`config.mk`:
```
export PLATFORM = sky130hd
export DESIGN_NAME = dgp_ctrl
export DESIGN_NICKNAME = d
export VERILOG_FILES = /design/src/dgp_pkg.sv /design/src/dgp_ctrl.sv
export SDC_FILE = /design/constraint.sdc
export NUM_CORES = 1
export LEC_CHECK = 0
export ABC_AREA = 1
export BUFFER_PORTS_ARGS = -buffer_cell sky130_fd_sc_hd__buf_2
export CAP_MARGIN = 20
export CORE_UTILIZATION = 58
export DETAILED_ROUTE_END_ITERATION = 8
export PLACE_DENSITY = 0.85
export SETUP_SLACK_MARGIN = 0.1
export SLEW_MARGIN = 20
export SYNTH_ARGS = -nofsm -noshare
export SYNTH_HDL_FRONTEND = slang
export SYNTH_SLANG_ARGS = --single-unit
```
`constraint.sdc`:
```
create_clock -name clk -period 1.9 [get_ports clk]
set_input_delay 0.285 -clock clk [delete_from_list [all_inputs] [get_ports clk]]
set_output_delay 0.285 -clock clk [all_outputs]
set_load 0.005 [all_outputs]
```
`src/dgp_pkg.sv`:
```
// Shared types, codes and constants of the dynamics gain processor.
`default_nettype none

package dgp_pkg;

    // Mode register codes
    localparam logic [2:0] MODE_COMPRESS = 3'd0;
    localparam logic [2:0] MODE_EXPAND   = 3'd1;
    localparam logic [2:0] MODE_UPWARD   = 3'd2;
    localparam logic [2:0] MODE_UPDOWN   = 3'd3;
    localparam logic [2:0] MODE_LIMIT    = 3'd4;
    localparam logic [2:0] MODE_GATE     = 3'd5;

    // Configuration register indexes
    localparam int CFG_IDX_W  = 3;
    localparam int CFG_DATA_W = 24;
    localparam logic [CFG_IDX_W-1:0] REG_MODE      = 3'd0;
    localparam logic [CFG_IDX_W-1:0] REG_THRESHOLD = 3'd1;
    localparam logic [CFG_IDX_W-1:0] REG_SLOPE     = 3'd2;
    localparam logic [CFG_IDX_W-1:0] REG_ATTACK    = 3'd3;
    localparam logic [CFG_IDX_W-1:0] REG_RELEASE   = 3'd4;

    // Loop lengths of the shared-multiplier sequences
    localparam logic [3:0] POW_LAST = 4'd7;   // eight fraction bits of log2 gain
    localparam logic [3:0] SQ_LAST  = 4'd15;  // sixteen squarings for log2

    // Datapath operations issued by the controller
    typedef enum logic [4:0] {
        OP_NONE,
        OP_LOAD,
        OP_MUL_SLOPE,
        OP_TARGET,
        OP_MUL_LOG,
        OP_EXP,
        OP_POW_MUL,
        OP_POW_ACC,
        OP_SCALE,
        OP_MUL_SMOOTH,
        OP_SMOOTH,
        OP_MUL_SAMPLE,
        OP_SAMPLE,
        OP_NORM_INIT,
        OP_NORM_STEP,
        OP_SQ_MUL,
        OP_SQ_ACC,
        OP_MUL_DB,
        OP_DB,
        OP_BYPASS,
        OP_OUTPUT
    } dp_op_t;

    typedef struct packed {
        dp_op_t     op;
        logic [3:0] idx;
    } dp_cmd_t;

    typedef struct packed {
        logic ch_ok;
        logic gain_zero;
        logic norm_done;
    } dp_stat_t;

    // 2^(2^-(i+1)) in Q1.30
    function automatic logic [30:0] pow2_frac(input logic [2:0] i);
        logic [30:0] v;
        case (i)
            3'd0:    v = 31'd1518500250;
            3'd1:    v = 31'd1276901417;
            3'd2:    v = 31'd1170923762;
            3'd3:    v = 31'd1121280436;
            3'd4:    v = 31'd1097253708;
            3'd5:    v = 31'd1085434106;
            3'd6:    v = 31'd1079572136;
            3'd7:    v = 31'd1076653033;
            default: v = 31'd1073741824;
        endcase
        return v;
    endfunction

endpackage

`default_nettype wire

```
`src/dgp_ctrl.sv`:
```
// Sequencing state machine of the dynamics gain processor.
`default_nettype none

module dgp_ctrl (
    input  wire logic               clk,
    input  wire logic               rst_n,
    input  wire logic               in_valid,
    output logic                    in_stall,
    output logic                    out_valid,
    input  wire logic               out_stall,
    output dgp_pkg::dp_cmd_t        cmd,
    input  wire dgp_pkg::dp_stat_t  stat
);
    import dgp_pkg::*;

    typedef enum logic [4:0] {
        S_IDLE,
        S_TGT_MUL,
        S_BYPASS,
        S_TARGET,
        S_LOG_MUL,
        S_EXP,
        S_POW_MUL,
        S_POW_ACC,
        S_SCALE,
        S_SM_MUL,
        S_SMOOTH,
        S_SMP_MUL,
        S_SAMPLE,
        S_NORM_INIT,
        S_NORM,
        S_SQ_MUL,
        S_SQ_ACC,
        S_DB_MUL,
        S_DB,
        S_DONE
    } state_t;

    state_t     state_reg, state_next;
    logic [3:0] cnt_reg, cnt_next;
    logic       out_valid_reg, out_valid_next;

    assign in_stall  = (state_reg != S_IDLE);
    assign out_valid = out_valid_reg;

    always_comb
    begin
        state_next     = state_reg;
        cnt_next       = cnt_reg;
        out_valid_next = out_valid_reg && out_stall;
        cmd.op         = OP_NONE;
        cmd.idx        = cnt_reg;
        case (state_reg)
            S_IDLE:
            begin
                if (in_valid)
                begin
                    cmd.op     = OP_LOAD;
                    state_next = S_TGT_MUL;
                end
            end
            S_TGT_MUL:
            begin
                cmd.op     = OP_MUL_SLOPE;
                state_next = stat.ch_ok ? S_TARGET : S_BYPASS;
            end
            S_BYPASS:
            begin
                cmd.op     = OP_BYPASS;
                state_next = S_DONE;
            end
            S_TARGET:
            begin
                cmd.op     = OP_TARGET;
                state_next = S_LOG_MUL;
            end
            S_LOG_MUL:
            begin
                cmd.op     = OP_MUL_LOG;
                state_next = S_EXP;
            end
            S_EXP:
            begin
                cmd.op     = OP_EXP;
                cnt_next   = '0;
                state_next = S_POW_MUL;
            end
            S_POW_MUL:
            begin
                cmd.op     = OP_POW_MUL;
                state_next = S_POW_ACC;
            end
            S_POW_ACC:
            begin
                cmd.op = OP_POW_ACC;
                if (cnt_reg == POW_LAST)
                begin
                    state_next = S_SCALE;
                end
                else
                begin
                    cnt_next   = cnt_reg + 4'd1;
                    state_next = S_POW_MUL;
                end
            end
            S_SCALE:
            begin
                cmd.op     = OP_SCALE;
                state_next = S_SM_MUL;
            end
            S_SM_MUL:
            begin
                cmd.op     = OP_MUL_SMOOTH;
                state_next = S_SMOOTH;
            end
            S_SMOOTH:
            begin
                cmd.op     = OP_SMOOTH;
                state_next = S_SMP_MUL;
            end
            S_SMP_MUL:
            begin
                cmd.op     = OP_MUL_SAMPLE;
                state_next = S_SAMPLE;
            end
            S_SAMPLE:
            begin
                cmd.op     = OP_SAMPLE;
                state_next = S_NORM_INIT;
            end
            S_NORM_INIT:
            begin
                cmd.op     = OP_NORM_INIT;
                state_next = stat.gain_zero ? S_DONE : S_NORM;
            end
            S_NORM:
            begin
                cmd.op = OP_NORM_STEP;
                if (stat.norm_done)
                begin
                    cnt_next   = '0;
                    state_next = S_SQ_MUL;
                end
            end
            S_SQ_MUL:
            begin
                cmd.op     = OP_SQ_MUL;
                state_next = S_SQ_ACC;
            end
            S_SQ_ACC:
            begin
                cmd.op = OP_SQ_ACC;
                if (cnt_reg == SQ_LAST)
                begin
                    state_next = S_DB_MUL;
                end
                else
                begin
                    cnt_next   = cnt_reg + 4'd1;
                    state_next = S_SQ_MUL;
                end
            end
            S_DB_MUL:
            begin
                cmd.op     = OP_MUL_DB;
                state_next = S_DB;
            end
            S_DB:
            begin
                cmd.op     = OP_DB;
                state_next = S_DONE;
            end
            S_DONE:
            begin
                if (!out_valid_reg || !out_stall)
                begin
                    cmd.op         = OP_OUTPUT;
                    out_valid_next = 1'b1;
                    state_next     = S_IDLE;
                end
            end
            default:
            begin
                state_next = S_IDLE;
            end
        endcase
    end

    always_ff @(posedge clk or negedge rst_n)
    begin
        if (!rst_n)
        begin
            state_reg     <= S_IDLE;
            cnt_reg       <= '0;
            out_valid_reg <= 1'b0;
        end
        else
        begin
            state_reg     <= state_next;
            cnt_reg       <= cnt_next;
            out_valid_reg <= out_valid_next;
        end
    end

    a_accept_busy: assert property (@(posedge clk) disable iff (!rst_n)
        (in_valid && !in_stall) |=> in_stall)
        else $error("controller idle right after accepting a word");

    a_valid_from_done: assert property (@(posedge clk) disable iff (!rst_n)
        $rose(out_valid) |-> $past(state_reg == S_DONE))
        else $error("result raised outside the done state");

    a_done_waits: assert property (@(posedge clk) disable iff (!rst_n)
        (state_reg == S_DONE && out_valid_reg && out_stall) |=> (state_reg == S_DONE))
        else $error("result overwritten while output stalled");

endmodule

`default_nettype wire

```
==> results_dict.tcl, run 1 <==
set metrics [dict create \
    drcViolationCount 0 \
    worst_case_headroom_to_the_max_slew_limit_pct 76.6 \
    synthMostInstantiatedCell "nand2_1" \
    detailedRoute.firstPassIterationCount 6 \
    period_needed_ns 1.88 \
    timing.hold.worst.class "in2reg" \
    layout.cells.non_filler 210 \
    cts_root_buffer "clkbuf_4" \
    finalWirelength_um 4110 \
    core_area_mm2 0.00152 \
    start_util_pct 62.6 \
    placed_cells 186 \
    top_level_i_o_count 18 \
    yosysTopAreaCell "dfrtp_1" \
    avgViaCountPerCell 6.64 \
    finalNetCount 204 \
    row_count 14 \
    ant_cells 0 \
    grt_setup_unrepaired "yes" \
    grt_max_degree 11 \
    worstReg2RegEnd "cnt_reg[2]$_DFFE_PN0P_" \
    dieHeight_um 42.5 \
    cts_num_sinks 10 \
    gp_routability_congestion 0.945 \
    cap_violations 0 \
    htree_num_levels 1 \
    largest_reg_flops 5 \
    r2r-start "state_reg[4]$_DFFE_PN0P_" \
    yosys.area.top_type_share_pct 26.2 \
    route.antenna.remaining_nets 0 \
    min_from "stat[1]" \
    grt_util_all_layers_pct 33.0 \
    wire_length_of_the_first_global_routing_pass_um 4500 \
    critical_path_arrival_ns 1.59 \
    regToRegSetupSlack_ns 0.04 \
    grt_remaining_overflow 0 \
    clk_transition_reported_paths_ns 0.06 \
    drt-wirelength-per-cell_um 19.6 \
    required_time_at_the_worst_slack_endpoint_ns 1.62 \
    yosysWarnings 0 \
    global_route.peak_usage_layer "met2" \
    route.vias.total 1395 \
    powerDensity_mw_per_mm2 1740 \
    hpwlAfterDp_um 2000 \
    achievable-frequency_mhz 532 \
    post_route_cells_drive_above_1_share_pct 43.8 \
    total_count_of_hold_check_failures_in_the_final_report 0 \
    synth_seq_area_share_pct 26.2 \
    worstSetupPathType "reg2out" \
    async_reset_ff_share_pct 100 \
    synth_top_cells_by_count "nand2_1 (49), nor2_1 (25), inv_1 (17), nand3_1 (17), dfrtp_1 (10)" \
    netlist-cell-type-count 23 \
    area_growth_syn_to_layout_pct 42.7 \
    synthCells 155 \
    clock_tree.buffer_depth 2 \
    1st_iter_drt_viols 201 \
    io_buffers 17 \
    nFillCells 62 \
    start_kind "flip-flop" \
    clock_insertion_delay_worst_skew_ns 0.26 \
    total_die_area_mm2 0.00181 \
    cts_buffers 3 \
    vdd.ir_drop.worst_mv 1.31 \
    die_width_um 42.5 \
    cts_tree "done" \
    reg2regPathDepth 10 \
    syn_area_um2 953 \
    synthesized_area_per_cell_um2 6.15 \
    timing.final.crit_share_pct 98.8 \
    finalSetupViolations 0 \
    endpoint_of_the_worst_hold_timing_path "state_reg[4]$_DFFE_PN0P_" \
    fin_hold_ws_ns 0.342 \
    finalClockSkew_ns 0.00769 \
    slew_viol_final 0 \
    synth_nets 163 \
    post-route-cell-area_mm2 0.00136 \
    groute.layer.met3.usage_pct 12.1 \
    synth_flop_cell "dfrtp_1" \
    groute.layer.met2.usage_pct 51.1 \
    worst-slew-pin-transition_ns 0.348 \
    outcome "finished, final reports clean" \
    crit_path_end_kind "output port" \
    first_global_vias 1064 \
    globalRouteMet1Util_pct 41.6 \
    ys_ff_latch 10 \
    power_leakage_nw 0.777 \
    worstPathMaxFanout 8 \
    yosys-top-cells-area "dfrtp_1 (26%), nand2_1 (19%), nor2_1 (9.8%)" \
    dpl_cell_area_mm2 0.00104 \
    hold-path-cell-count 3 \
    synth_edf_count 0 \
    grt_antenna_before_repair 0 \
]
==> per-stage QoR <==
step / total power (W) / utilization [%] / TNS (ns) / setup slack (ns)
2_1_floorplan: 0.00115 / - / 0 / 0.443
3_3_place_gp: 0.00141 / 68.0 / 0 / 0.268
3_5_place_dp: 0.00142 / 68.0 / 0 / 0.230
4_1_cts: 0.00174 / 75.8 / 0 / 0.102
5_1_grt: 0.00243 / 89.2 / -0.0358 / -0.0310
6_report: 0.00236 / 89.2 / 0 / 0.0220
==> timing repair <==
item	4_1_cts	5_1_grt
buffers inserted	9	11
resized for setup	12	36
endpoints found under the setup margin	4	4
pin swaps	3	8
endpoints found under the hold margin	10	0
hold buffers	1	0
==> area by class of cell <==
class / count / area [µm²] / share of cell area [%]
flip-flops and latches: 10 / 256 / 18.9
repair buffers: 38 / 258 / 19.0
clock buffers: 3 / 22.5 / 1.66
well taps: 16 / 20.0 / 1.47
multi-input cells: 122 / 711 / 52.3
inverters: 21 / 92.6 / 6.81
==> power breakdown <==
part	leakage (nW)	total (W)	internal, W	switching [W]
clock	0.0138	0.000136	0.0000726	0.0000632
combinational	0.637	0.00178	0.000717	0.00107
sequential	0.126	0.000441	0.000294	0.000147
==> routing by layer <==
metal | wire [µm] | vias up
li1 | - | 571
met4 | 323 | 0
met5 | 0 | -
met3 | 625 | 55
met2 | 1730 | 174
met1 | 1430 | 595
==> worst max-delay path by stage <==
| stage | start | end | cells after the start |
|---|---|---|---|
| finish | state_reg[4]$_DFFE_PN0P_ | cmd[6] | 6 |
| global route | state_reg[4]$_DFFE_PN0P_ | cmd[6] | 6 |
| CTS | state_reg[1]$_DFFE_PN0P_ | cmd[4] | 7 |
| detailed placement | state_reg[1]$_DFFE_PN0P_ | cmd[4] | 8 |
| global placement | state_reg[1]$_DFFE_PN0P_ | cmd[4] | 8 |
| floorplan | state_reg[0]$_DFFE_PN0P_ | cmd[4] | 8 |
==> logic make-up (layout without fill, tap and decap cells) <==
logic type	Yosys count	in the layout	share of synthesized area (%)
buffers and inverters	23	62	11.0
AO/OA/AOI/OAI	14	14	8.66
AND/OR/NAND/NOR	105	105	50.9
XOR/XNOR	2	2	1.84
flip-flops	10	10	26.2
adder cells (fa/ha/maj)	1	1	1.31
==> worst max-delay path, cell delays in order (launching register included) <==
cell and delay [ns]:
dfrtp_2 0.54, buf_4 0.18, nand2_4 0.06, nor2_1 0.18, nand2_1 0.10, o21ai_0 0.11, buf_2 0.16
==> cells in the final DEF (no fill, tap or decap), types with 4 or more instances in the layout <==
master / n
buf_2: 17
buf_4: 17
dfrtp_1: 5
dfrtp_2: 5
inv_1: 13
nand2_1: 38
nand2_2: 9
nand2_4: 5
nand3_1: 16
nor2_1: 17
nor2_2: 4
nor2_4: 9
o21ai_0: 5
(Power assumes the default switching activity.)
==> run 2, diff against run 1 <==
--- a/config.mk
+++ b/config.mk
@@ -5,10 +5,10 @@
 export SDC_FILE = /design/constraint.sdc
 export NUM_CORES = 1
 export LEC_CHECK = 0
-export ABC_AREA = 1
+export ABC_AREA = 0
 export BUFFER_PORTS_ARGS = -buffer_cell sky130_fd_sc_hd__buf_2
 export CAP_MARGIN = 20
-export CORE_UTILIZATION = 58
+export CORE_UTILIZATION = 57
 export DETAILED_ROUTE_END_ITERATION = 8
 export PLACE_DENSITY = 0.85
 export SETUP_SLACK_MARGIN = 0.1
==> run 2 against run 1 <==
Hold slack got worse by 0.067 ns. Area after synthesis fell by 10%. First-iteration DRC count fell by 70%. Synthesized cell count decreased by 27%. Critical endpoint is now in_stall. Largest power group unchanged.
==> results_dict.tcl, run 2 <==
set metrics [dict create \
    outcome "finished, final reports clean" \
    worst-slew-pin-transition_ns 0.399 \
    yosys.area.top_type_share_pct 29.3 \
    power.share.combinational_pct 70.7 \
    largest_reg_flops 5 \
    synth-xor-area-share_pct 0 \
    cts_tree "done" \
    synth_flop_cell "dfrtp_1" \
    timing.hold.worst.class "in2reg" \
    dpl_cell_area_um2 953 \
    first_global_vias 727 \
    post-layout-total-power_w 0.00176 \
    htree_num_levels 1 \
    grt_max_degree 20 \
    detailedRoute.firstPassIterationCount 4 \
    synth_top_cells_by_count "a21oi_1 (11), nand2_1 (11), dfrtp_1 (10)" \
    worstSetupPathType "reg2out" \
    post-route-cell-area_mm2 0.00113 \
    cts_buffers 3 \
    netSwitchingFraction_pct 45.0 \
    cts_root_buffer "clkbuf_4" \
    die_width_um 40.7 \
    drcViolationCount 0 \
    route.vias.total 1027 \
    power_leakage_nw 0.519 \
    ant_cells 0 \
    finalSetupViolations 0 \
    fin_setup_tns_ns 0 \
    slew_viol_final 0 \
    io_buffers 17 \
    finalClockSkew_ns 0.00168 \
    top_level_i_o_count 18 \
    sequential_standard_cell_area_um2 251 \
    synth_seq_area_share_pct 29.3 \
    synth_mux_area_share_pct 2.35 \
    clock_tree.buffer_depth 2 \
    route.antenna.remaining_nets 0 \
    layout_commonest_cell "buf_2" \
    cts_num_sinks 10 \
    grt_antenna_before_repair 0 \
    nFillCells 84 \
    power.clock.fraction_pct 8.5 \
    yosysTopAreaCell "dfrtp_1" \
    wire_length_of_the_first_global_routing_pass_um 3210 \
    row_count 13 \
    start_kind "flip-flop" \
    drt-wirelength-per-cell_um 17.3 \
    synth_nets 121 \
    worst_case_headroom_to_the_max_slew_limit_pct 73.4 \
    p_seq_share_pct 20.8 \
    clk_transition_reported_paths_ns 0.07 \
    yosysWarnings 0 \
    area_growth_syn_to_layout_pct 32.4 \
    finalWirelength_um 2700 \
    total_count_of_hold_check_failures_in_the_final_report 0 \
    critical_path_arrival_ns 1.50 \
    timing.final.crit_share_pct 93.9 \
    synthAdderAreaFrac_pct 1.47 \
    groute.layer.met2.usage_pct 47.6 \
    cap_violations 0 \
    crit_path_end_kind "output port" \
    power_report.internal_total_w 0.000967 \
    grt_util_all_layers_pct 29.7 \
    netlist-cell-type-count 40 \
    finalNetCount 151 \
    core_area_mm2 0.00135 \
    worstPathMaxFanout 10 \
    compound_gate_fraction_of_synth_area_pct 29.6 \
    avgViaCountPerCell 6.58 \
    1st_iter_drt_viols 61 \
    synth_edf_count 0 \
    hpwlAfterDp_um 1480 \
    synthSimpleGateAreaFrac_pct 29.3 \
    syn_area_um2 853 \
    area_of_the_multi_input_gates_um2 558 \
    layout.cells.most_common_list "buf_2 (17), buf_4 (13), nand2_1 (11)" \
    dieHeight_um 40.7 \
    groute.layer.met3.usage_pct 5.98 \
    period_needed_ns 1.78 \
    grt_setup_unrepaired "no" \
    start_util_pct 63.2 \
    synth_top_family_by_area "compound AO/OA/AOI/OAI gates" \
    vdd.ir_drop.worst_mv 0.952 \
    global_route.peak_usage_layer "met2" \
    clock_insertion_delay_worst_skew_ns 0.27 \
    ys_ff_latch 10 \
    globalRouteMet1Util_pct 39.5 \
    achievable-frequency_mhz 561 \
    net-switching-power_w 0.000792 \
    required_time_at_the_worst_slack_endpoint_ns 1.62 \
    yosys-top-cells-area "dfrtp_1 (29%), a21oi_1 (6.5%), o21ai_0 (5.3%)" \
    post_route_cells_drive_above_1_share_pct 33.3 \
    synthCells 113 \
    total_die_area_mm2 0.00166 \
    synthesized_area_per_cell_um2 7.55 \
    gp_routability_congestion 0.886 \
    grt_remaining_overflow 0 \
    powerDensity_mw_per_mm2 1560 \
    async_reset_ff_share_pct 100 \
]
==> run 2: cell count changes in the layout (fill, tap and decap cells not counted), moves of 5 or more <==
cell,previous run,this run
nor2_4,9,1
inv_1,13,4
nand3_1,16,5
nor2_1,17,7
a21oi_1,3,10
nand2_2,9,0
nand2_4,5,0
nand2_1,38,11
==> run 2: layout make-up <==
type                       count  share of cell area [%]
multi-input combinational     88                    49.4
timing repair buffer          35                    22.6
sequential                    10                    22.3
inverter                       5                    2.10
clock buffer                   3                    1.99
tap                           15                    1.66
==> run 2: cell families after synthesis <==
| kind of cell | Yosys count |
|---|---|
| mux | 2 |
| compound gates | 39 |
| flops | 10 |
| buf+inv | 15 |
| fa+ha+maj | 1 |
| simple gates | 46 |
==> run 2: layer usage <==
layer | vias to the layer above | part of all wire (%)
li1 | 474 | -
met1 | 466 | 42
met2 | 75 | 48
met3 | 12 | 8.4
met4 | 0 | 1.9
met5 | - | 0
==> run 2: worst paths after layout <==
kind / to / start / cells after the start / slack (ns)
max: in_stall / state_reg[3]$_DFFE_PN0P_ / 4 / 0.12
min: out_valid$_DFF_PN0_ / out_stall / 3 / 0.28
max reg2reg: cnt_reg[1]$_DFFE_PN0P_ / state_reg[0]$_DFFE_PN0P_ / 4 / 0.16
min reg2reg: out_valid$_DFF_PN0_ / out_valid$_DFF_PN0_ / 2 / 0.55
max in group asynchronous: state_reg[0]$_DFFE_PN0P_ / rst_n / 2 / 1.29
min in group asynchronous: state_reg[2]$_DFFE_PN0P_ / rst_n / 2 / 0.41
==> run 2: power by group through the flow <==
stage / Sequential, W / Clock (W) / Combinational, W
after detailed placement: 0.000343 / 0 / 0.000872
after global placement: 0.000338 / 0 / 0.000857
after global routing: 0.000369 / 0.000157 / 0.00134
after CTS: 0.000341 / 0.000149 / 0.000890
final: 0.000366 / 0.000149 / 0.00124
after floorplan: 0.000322 / 0 / 0.000667
==> run 2: repair_timing <==
| item | 4_1_cts | 5_1_grt |
|---|---|---|
| hold endpoints to repair | 10 | 0 |
| endpoints found under the setup margin | 2 | 3 |
| setup buffers | 0 | 10 |
| hold buffers | 1 | 0 |
| pin swaps | 0 | 4 |
| gates resized for setup | 2 | 13 |
| gates cloned | 0 | 1 |
==> run 2: per-stage QoR <==
| stage | cells | worst slack, ns | util, % | hold slack, ns |
|---|---|---|---|---|
| detailed placement | 141 | 0.237 | 70.6 | 0.158 |
| floorplan | 113 | 0.250 | - | -0.0106 |
| CTS | 145 | 0.113 | 73.6 | 0.270 |
| global placement | 141 | 0.288 | 70.6 | 0.153 |
| global route | 156 | 0.0508 | 83.7 | 0.292 |
| finish | 156 | 0.116 | 83.7 | 0.275 |
==> run 2: worst max-delay path: stages, from the launching register on <==
cell and delay (ns):
dfrtp_1 0.52, buf_4 0.24, nor3_1 0.27, nand2_1 0.07
buf_2 0.13
